$ cat src/owbm_pkg.sv
package owbm_pkg;

  localparam int unsigned CmdW      = 2;
  localparam int unsigned LongTickW = 10;
  localparam int unsigned ShortTickW = 8;
  localparam int unsigned ByteW     = 8;
  localparam int unsigned BitIdxW   = 3;
  localparam int unsigned CfgIdxW   = 3;
  localparam int unsigned CfgDataW  = 10;

  typedef enum logic [CmdW-1:0] {
    CMD_NONE  = 2'd0,
    CMD_RESET = 2'd1,
    CMD_WRITE = 2'd2,
    CMD_READ  = 2'd3
  } cmd_e;

  typedef enum logic [2:0] {
    PH_IDLE     = 3'd0,
    PH_RST_LOW  = 3'd1,
    PH_RST_WAIT = 3'd2,
    PH_RST_REC  = 3'd3,
    PH_SLOT     = 3'd4
  } phase_e;

  typedef enum logic [CfgIdxW-1:0] {
    REG_RESET_LOW   = 3'd0,
    REG_PRES_SAMPLE = 3'd1,
    REG_RESET_REC   = 3'd2,
    REG_ZERO_LOW    = 3'd3,
    REG_SHORT_LOW   = 3'd4,
    REG_READ_SAMPLE = 3'd5,
    REG_SLOT        = 3'd6
  } reg_idx_e;

  typedef struct packed {
    logic [LongTickW-1:0]  reset_low_ticks;
    logic [LongTickW-1:0]  presence_sample_ticks;
    logic [LongTickW-1:0]  reset_recover_ticks;
    logic [ShortTickW-1:0] zero_low_ticks;
    logic [ShortTickW-1:0] short_low_ticks;
    logic [ShortTickW-1:0] read_sample_ticks;
    logic [ShortTickW-1:0] slot_ticks;
  } cfg_t;

  typedef struct packed {
    logic [ByteW-1:0] received_byte;
    logic             presence;
    logic             done_res;
    logic             busy_res;
    logic             drive_low;
  } result_t;

endpackage

$ cat src/owbm_engine.sv
module owbm_engine #(
  parameter int unsigned BITS_PER_BYTE = 8
) (
  input  logic                               clk_i,
  input  logic                               rst_ni,
  input  owbm_pkg::cfg_t                     cfg_i,
  input  logic                               step_i,
  input  logic [owbm_pkg::CmdW-1:0]          command_i,
  input  logic [owbm_pkg::ByteW-1:0]         byte_to_send_i,
  input  logic                               line_level_i,
  output owbm_pkg::result_t                  result_o
);
  import owbm_pkg::*;

  localparam logic [BitIdxW:0] BitsLast = (BitIdxW+1)'(BITS_PER_BYTE);

  phase_e               phase_q, phase_d;
  logic [LongTickW-1:0] tick_q, tick_d;
  logic [BitIdxW-1:0]   bit_q, bit_d;
  logic [ByteW-1:0]     shift_q, shift_d;
  cmd_e                 active_q, active_d;
  logic                 presence_q, presence_d;
  logic [ByteW-1:0]     received_q, received_d;

  logic [LongTickW:0]    tick_inc;
  logic [ShortTickW-1:0] slot_last;
  logic [ShortTickW-1:0] low_len;
  logic [ShortTickW:0]   sample_pt;
  logic                  reading;

  always_comb begin
    phase_d    = phase_q;
    tick_d     = tick_q;
    bit_d      = bit_q;
    shift_d    = shift_q;
    active_d   = active_q;
    presence_d = presence_q;
    received_d = received_q;
    result_o   = '0;

    // a command is taken only when idle and runs its first tick right away
    if (phase_q == PH_IDLE && cmd_e'(command_i) != CMD_NONE) begin
      active_d = cmd_e'(command_i);
      tick_d   = '0;
      bit_d    = '0;
      if (cmd_e'(command_i) == CMD_RESET) begin
        phase_d = PH_RST_LOW;
      end else begin
        phase_d = PH_SLOT;
        shift_d = (cmd_e'(command_i) == CMD_WRITE) ? byte_to_send_i : '0;
      end
    end

    tick_inc  = {1'b0, tick_d} + (LongTickW+1)'(1);
    slot_last = (cfg_i.slot_ticks > ShortTickW'(1)) ?
                cfg_i.slot_ticks - ShortTickW'(1) : '0;
    reading   = (active_d == CMD_READ);
    low_len   = (reading || shift_d[0]) ? cfg_i.short_low_ticks : cfg_i.zero_low_ticks;
    sample_pt = {1'b0, cfg_i.short_low_ticks} + {1'b0, cfg_i.read_sample_ticks};
    if (sample_pt > {1'b0, slot_last}) begin
      sample_pt = {1'b0, slot_last};
    end

    if (phase_d != PH_IDLE) begin
      result_o.busy_res = 1'b1;
    end

    unique case (phase_d)
      PH_IDLE: ;
      PH_RST_LOW: begin
        result_o.drive_low = 1'b1;
        if (tick_inc >= {1'b0, cfg_i.reset_low_ticks}) begin
          phase_d = PH_RST_WAIT;
          tick_d  = '0;
        end else begin
          tick_d = tick_inc[LongTickW-1:0];
        end
      end
      PH_RST_WAIT: begin
        if (tick_d >= cfg_i.presence_sample_ticks) begin
          presence_d = ~line_level_i;
          phase_d    = PH_RST_REC;
          tick_d     = '0;
        end else begin
          tick_d = tick_inc[LongTickW-1:0];
        end
      end
      PH_RST_REC: begin
        if (tick_inc >= {1'b0, cfg_i.reset_recover_ticks}) begin
          result_o.done_res = 1'b1;
          phase_d  = PH_IDLE;
          tick_d   = '0;
          bit_d    = '0;
          active_d = CMD_NONE;
        end else begin
          tick_d = tick_inc[LongTickW-1:0];
        end
      end
      PH_SLOT: begin
        result_o.drive_low = (tick_d < LongTickW'(low_len));
        if (reading && tick_d == LongTickW'(sample_pt)) begin
          shift_d = {line_level_i, shift_d[ByteW-1:1]};
        end
        if (tick_d >= LongTickW'(slot_last)) begin
          if (!reading) begin
            shift_d = {1'b0, shift_d[ByteW-1:1]};
          end
          if ({1'b0, bit_d} + (BitIdxW+1)'(1) >= BitsLast) begin
            if (reading) begin
              received_d = shift_d;
            end
            result_o.done_res = 1'b1;
            phase_d  = PH_IDLE;
            tick_d   = '0;
            bit_d    = '0;
            active_d = CMD_NONE;
          end else begin
            bit_d  = bit_d + BitIdxW'(1);
            tick_d = '0;
          end
        end else begin
          tick_d = tick_inc[LongTickW-1:0];
        end
      end
      default: phase_d = PH_IDLE;
    endcase

    result_o.presence      = presence_d;
    result_o.received_byte = received_d;
  end

  always_ff @(posedge clk_i or negedge rst_ni) begin
    if (!rst_ni) begin
      phase_q    <= PH_IDLE;
      tick_q     <= '0;
      bit_q      <= '0;
      shift_q    <= '0;
      active_q   <= CMD_NONE;
      presence_q <= 1'b0;
      received_q <= '0;
    end else if (step_i) begin
      phase_q    <= phase_d;
      tick_q     <= tick_d;
      bit_q      <= bit_d;
      shift_q    <= shift_d;
      active_q   <= active_d;
      presence_q <= presence_d;
      received_q <= received_d;
    end
  end

endmodule

$ cat src/one_wire_bus_master_top.sv
// 1-wire bus master timed by its input stream: each accepted transaction is one
// microsecond tick carrying the sampled bus level and, when the master is idle,
// a command (reset with presence detect, write byte, read byte, LSB first).
// Every tick yields exactly one result transaction with the line drive, busy,
// done, presence flag and the last received byte. One tick is taken per clock
// cycle: the engine state advances in a single registered step, and a result
// register decouples the output, so the input stays ready while the result
// register is empty or being taken. Timing registers are written through the
// config channel by the user only while no command is running; the block does not check.
module one_wire_bus_master_top #(
  parameter int unsigned BITS_PER_BYTE = 8
) (
  input  logic                            clk_i,
  input  logic                            rst_ni,
  // config write channel
  input  logic                            cfg_valid_i,
  output logic                            cfg_ready_o,
  input  logic [owbm_pkg::CfgIdxW-1:0]    cfg_index_i,
  input  logic [owbm_pkg::CfgDataW-1:0]   cfg_data_i,
  // tick input
  input  logic                            s_axis_tvalid,
  output logic                            s_axis_tready,
  input  logic [15:0]                     s_axis_tdata, // byte_to_send[7:0], line_level[8]
  input  logic [owbm_pkg::CmdW-1:0]       s_axis_tuser, // command[1:0]
  // tick result
  output logic                            m_axis_tvalid,
  input  logic                            m_axis_tready,
  output logic [15:0]                     m_axis_tdata  // drive_low[0], busy_res[1],
                                                        // done_res[2], presence[3],
                                                        // received_byte[11:4]
);
  import owbm_pkg::*;

  cfg_t    cfg_q;
  result_t res_d, res_q;
  logic    out_valid_q;
  logic    in_take;

  assign cfg_ready_o   = 1'b1;
  assign s_axis_tready = ~out_valid_q | m_axis_tready;
  assign in_take       = s_axis_tvalid & s_axis_tready;

  always_ff @(posedge clk_i or negedge rst_ni) begin
    if (!rst_ni) begin
      cfg_q.reset_low_ticks       <= LongTickW'(480);
      cfg_q.presence_sample_ticks <= LongTickW'(70);
      cfg_q.reset_recover_ticks   <= LongTickW'(410);
      cfg_q.zero_low_ticks        <= ShortTickW'(60);
      cfg_q.short_low_ticks       <= ShortTickW'(6);
      cfg_q.read_sample_ticks     <= ShortTickW'(9);
      cfg_q.slot_ticks            <= ShortTickW'(70);
    end else if (cfg_valid_i && cfg_ready_o) begin
      case (reg_idx_e'(cfg_index_i))
        REG_RESET_LOW:   cfg_q.reset_low_ticks       <= cfg_data_i;
        REG_PRES_SAMPLE: cfg_q.presence_sample_ticks <= cfg_data_i;
        REG_RESET_REC:   cfg_q.reset_recover_ticks   <= cfg_data_i;
        REG_ZERO_LOW:    cfg_q.zero_low_ticks        <= cfg_data_i[ShortTickW-1:0];
        REG_SHORT_LOW:   cfg_q.short_low_ticks       <= cfg_data_i[ShortTickW-1:0];
        REG_READ_SAMPLE: cfg_q.read_sample_ticks     <= cfg_data_i[ShortTickW-1:0];
        REG_SLOT:        cfg_q.slot_ticks            <= cfg_data_i[ShortTickW-1:0];
        default: ;
      endcase
    end
  end

  owbm_engine #(
    .BITS_PER_BYTE(BITS_PER_BYTE)
  ) u_engine (
    .clk_i         (clk_i),
    .rst_ni        (rst_ni),
    .cfg_i         (cfg_q),
    .step_i        (in_take),
    .command_i     (s_axis_tuser),
    .byte_to_send_i(s_axis_tdata[ByteW-1:0]),
    .line_level_i  (s_axis_tdata[ByteW]),
    .result_o      (res_d)
  );

  always_ff @(posedge clk_i or negedge rst_ni) begin
    if (!rst_ni) begin
      out_valid_q <= 1'b0;
    end else if (in_take) begin
      out_valid_q <= 1'b1;
    end else if (m_axis_tready) begin
      out_valid_q <= 1'b0;
    end
  end

  always_ff @(posedge clk_i) begin
    if (in_take) begin
      res_q <= res_d;
    end
  end

  assign m_axis_tvalid = out_valid_q;
  assign m_axis_tdata  = {4'b0, res_q};

`ifndef NO_ASSERTIONS
  // a finishing tick is always part of a command
  a_done_busy: assert property (@(posedge clk_i) disable iff (!rst_ni)
    m_axis_tvalid |-> (!res_q.done_res || res_q.busy_res))
    else $error("done without busy");

  // the line is only pulled low while a command runs
  a_drive_busy: assert property (@(posedge clk_i) disable iff (!rst_ni)
    m_axis_tvalid |-> (!res_q.drive_low || res_q.busy_res))
    else $error("drive low while idle");

  // a new result is only loaded when the previous one has left
  a_no_overwrite: assert property (@(posedge clk_i) disable iff (!rst_ni)
    (out_valid_q && !m_axis_tready) |=> (out_valid_q && $stable(res_q)))
    else $error("result register overwritten");
`endif

endmodule

$ cat config.mk
export PLATFORM = sky130hd
export DESIGN_NAME = one_wire_bus_master_top
export DESIGN_NICKNAME = d
export VERILOG_FILES = /design/src/owbm_pkg.sv /design/src/owbm_engine.sv /design/src/one_wire_bus_master_top.sv
export SDC_FILE = /design/constraint.sdc
export NUM_CORES = 1
export LEC_CHECK = 0
export ABC_CLOCK_PERIOD_IN_PS = 6200
export BUFFER_PORTS_ARGS = -buffer_cell sky130_fd_sc_hd__buf_2
export CAP_MARGIN = 20
export CORE_MARGIN = 5
export CORE_UTILIZATION = 56
export CTS_CLUSTER_DIAMETER = 30
export DETAILED_ROUTE_END_ITERATION = 16
export HOLD_SLACK_MARGIN = 0.1
export PLACE_DENSITY = 0.75
export SYNTH_ARGS = -nofsm -noshare
export SYNTH_HDL_FRONTEND = slang
export SYNTH_HIERARCHICAL = 1
export SYNTH_SLANG_ARGS = --single-unit
export TNS_END_PERCENT = 10
$ cat constraint.sdc
create_clock -name clk_i -period 6.2 [get_ports clk_i]
set_input_delay 1.86 -clock clk_i [delete_from_list [all_inputs] [get_ports clk_i]]
set_output_delay 1.86 -clock clk_i [all_outputs]
set_load 0.005 [all_outputs]
==> results.cfg <==
[floorplanning]
die_area_um2 = 15800
ios = 55
die_h_um = 126
core_area_um2 = 13200
rows = 42
initial_core_util = 0.569
die-width_um = 126

[cts]
cts_root_buf = clkbuf_16
cts_resized = 0
numCtsBuffers = 9
postCtsSetupBuffers = 0
cts_tree = done
holdBufCountCts = 0
clock_sinks = 110
htreeDepth = 3
clock_latency_ps = 370
cts.clk_slew.worst_paths_ps = 80
clock_path_buffers = 2

[power_and_ir_drop]
power_uw = 3200
leakage_uw = 0.00376
ir_worst_vdd_v = 0.000199
p_per_area_nw_per_um2 = 392

[final_layout]
antenna_cells = 0
final_nets = 854
postLayoutCoreUtil = 0.619
drive_above_1_share = 0.244
area_growth_pct = 8.76
final_area_um2 = 8170

[yosys]
netlist_instances = 715
synth.most_common_cell = dfrtp_1
synth_area_leaders = dfrtp_1 25%, ha_1 11%, dfstp_2 8.0%, mux2_2 7.6%, mux2_4 5.6%
async_flop_share = 0.891
synth_top_family_by_area = multiplexers
synthFlopType = dfrtp_1
synth_common_cells = 75 x dfrtp_1, 65 x ha_1, 61 x inv_1
ys_warn_count = 6
yosysTopAreaCell = dfrtp_1
synth_fa_ha_area_frac = 0.111
syn_area_um2 = 7510
synthMuxAreaShare = 0.163
yosysTopAreaCellShare = 0.250
ys_ff_latch = 110
synth.avg_cell_area_um2 = 10.5
synth_simple_gate_area_frac = 0.127
synth_compound_area_frac = 0.142
synth-xor-area-share = 0.0263
synth-edff-count = 12
synth.distinct_cells = 73
synth_seq_area_share = 0.378

[sta]
worstMarginPinSlew_ps = 948
setup_viol = 0
rsz0062_at_grt = no
finalClockSkew_ps = 13.1
finalHoldViolCount = 0
slew_violations = 0
fmax_mhz = 184
fin_crit_ps = 5420
period_share = 0.874
timing.setup.tns_ps = 0
relSlewSlack = 0.360

[hold_path]
worstHoldPathCells = 1
hold_path.class = flop to flop
hp-start = u_engine/bit_q[1]$_DFFE_PN0P_
hold-path-endpoint = u_engine/bit_q[1]$_DFFE_PN0P_

[global_route]
antenna_found_initial = 0
grt_pass1_wl_um = 30000
grt_max_degree = 63
grt_pass1_vias = 5811
gr-total-overflow = 0
grt_usage = 0.232

[worst_setup_path]
crit_slowest_cell = o311ai_0
reg2reg_slack_ps = 950
cpPeakStageDelay_ps = 830
worstPathCellList = buf_2 -> nor2_1 -> o21ai_2 -> inv_1 -> ha_1 -> nand3_1 -> nor4_1 -> xnor2_1 -> ha_1 -> nand2_1 -> a21oi_1 -> o21ai_0 -> o21ai_0 -> o311ai_0 -> a31oi_1 -> o22ai_1
worstSetupPathType = input pin to flop
worstPathMaxFanout = 13
worstRegToRegCells = 16
cp.required_ps = 6480
rr_endpoint = m_axis_tdata[4]$_DFFE_PP_
crit_buf_inv = 2
cp_top_family = compound AO/OA/AOI/OAI gates
crit_path_start_kind = input pin
arrival_ps = 5700
crit_path_end_kind = flop
timing.rr.start = cfg_q[0]$_DFFE_PN0P_

[place]
dpl.hpwl_um = 13300
portBuffers = 42
postPlaceCellArea_um2 = 7850
gp_congestion = 0.874

[routing]
wirelength_um = 17800
num_vias = 5743
wl_per_cell_um = 19.1
drc = 0
first_pass_iters = 5
viasPerCell = 6.16
drtIter0Drc = 384
ant_nets = 0

[status]
outcome = complete, no violations

[flow_run]
drv_cap = 0
-- metrics by stage --
stage,hold WS [ps],setup WS [ps],cells
after floorplan,448,1400,718
after global placement,471,562,915
after detailed placement,475,499,916
after CTS,495,871,932
after global routing,533,440,933
final,496,778,933
-- state kept, by name, indices dropped and copies added, names as in the netlist --
register,flops
u_engine/received_q,8
m_axis_tvalid,1
u_engine/bit_q,3
u_engine/active_q,2
u_engine/phase_q,3
m_axis_tdata,12
cfg_q,62
u_engine/shift_q,8
u_engine/presence_q,1
u_engine/tick_q,10
-- cells in the final DEF (no fill, tap or decap), drive strengths merged, types with 6 or more instances in the layout --
cell type and count:
o21a 7, edfxtp 12, mux2 79, a21oi 32, nor3b 10, nand3 17
buf 50, o311ai 7, o21ai 45, clkbuf 9, mux2i 23, xnor2 13
nand2b 17, and2 6, nor2 24, o221ai 7, nor3 10, ha 65
inv 66, xor2 7, nor4 6, nand2 44, a21o 10, dfrtp 75
dfstp 23
-- layout make-up --
type / instances / area, um^2
clock inverter: 7 / 81.3
tap: 176 / 220
fill: 1087 / 5020
multi-input combinational: 520 / 4290
timing repair buffer: 50 / 277
clock buffer: 9 / 225
inverter: 61 / 229
sequential: 110 / 2840
-- power breakdown --
part | internal (uW) | switching (uW)
Combinational | 673 | 883
Sequential | 909 | 133
Clock | 292 | 313
Total | 1870 | 1330
-- per-layer routing --
| layer | part of all wire | routed length [um] | global-route usage |
|---|---|---|---|
| met4 | 0.022 | 397 | 0.0833 |
| met2 | 0.49 | 8780 | 0.393 |
| met3 | 0.054 | 966 | 0.0411 |
| met1 | 0.43 | 7710 | 0.301 |
| met5 | 0 | 0 | 0 |
-- worst max-delay path by stage --
stage               cells after the start             from  slack, ps                                  to
global route                           17  s_axis_tuser[0]        440      u_engine/tick_q[3]$_DFFE_PN0P_
global placement                       17  s_axis_tuser[0]        560      u_engine/tick_q[3]$_DFFE_PN0P_
finish                                 16  s_axis_tuser[0]        780    u_engine/active_q[1]$_DFFE_PN0P_
detailed placement                     17  s_axis_tuser[0]        500      u_engine/tick_q[3]$_DFFE_PN0P_
floorplan                              12  s_axis_tuser[1]       1400  u_engine/received_q[0]$_DFFE_PN0P_
CTS                                    17  s_axis_tuser[0]        870      u_engine/tick_q[3]$_DFFE_PN0P_
-- kinds of logic after synthesis --
| family | after synthesis |
|---|---|
| and+or+nand+nor | 168 |
| AOI/OAI and AO/OA | 158 |
| DFF | 110 |
| muxes | 102 |
| buffers and inverters | 88 |
| adders and majority gates | 66 |
| xor gates and xnor gates | 21 |
| other | 2 |
Note: power is estimated with default switching activity, not from simulation.
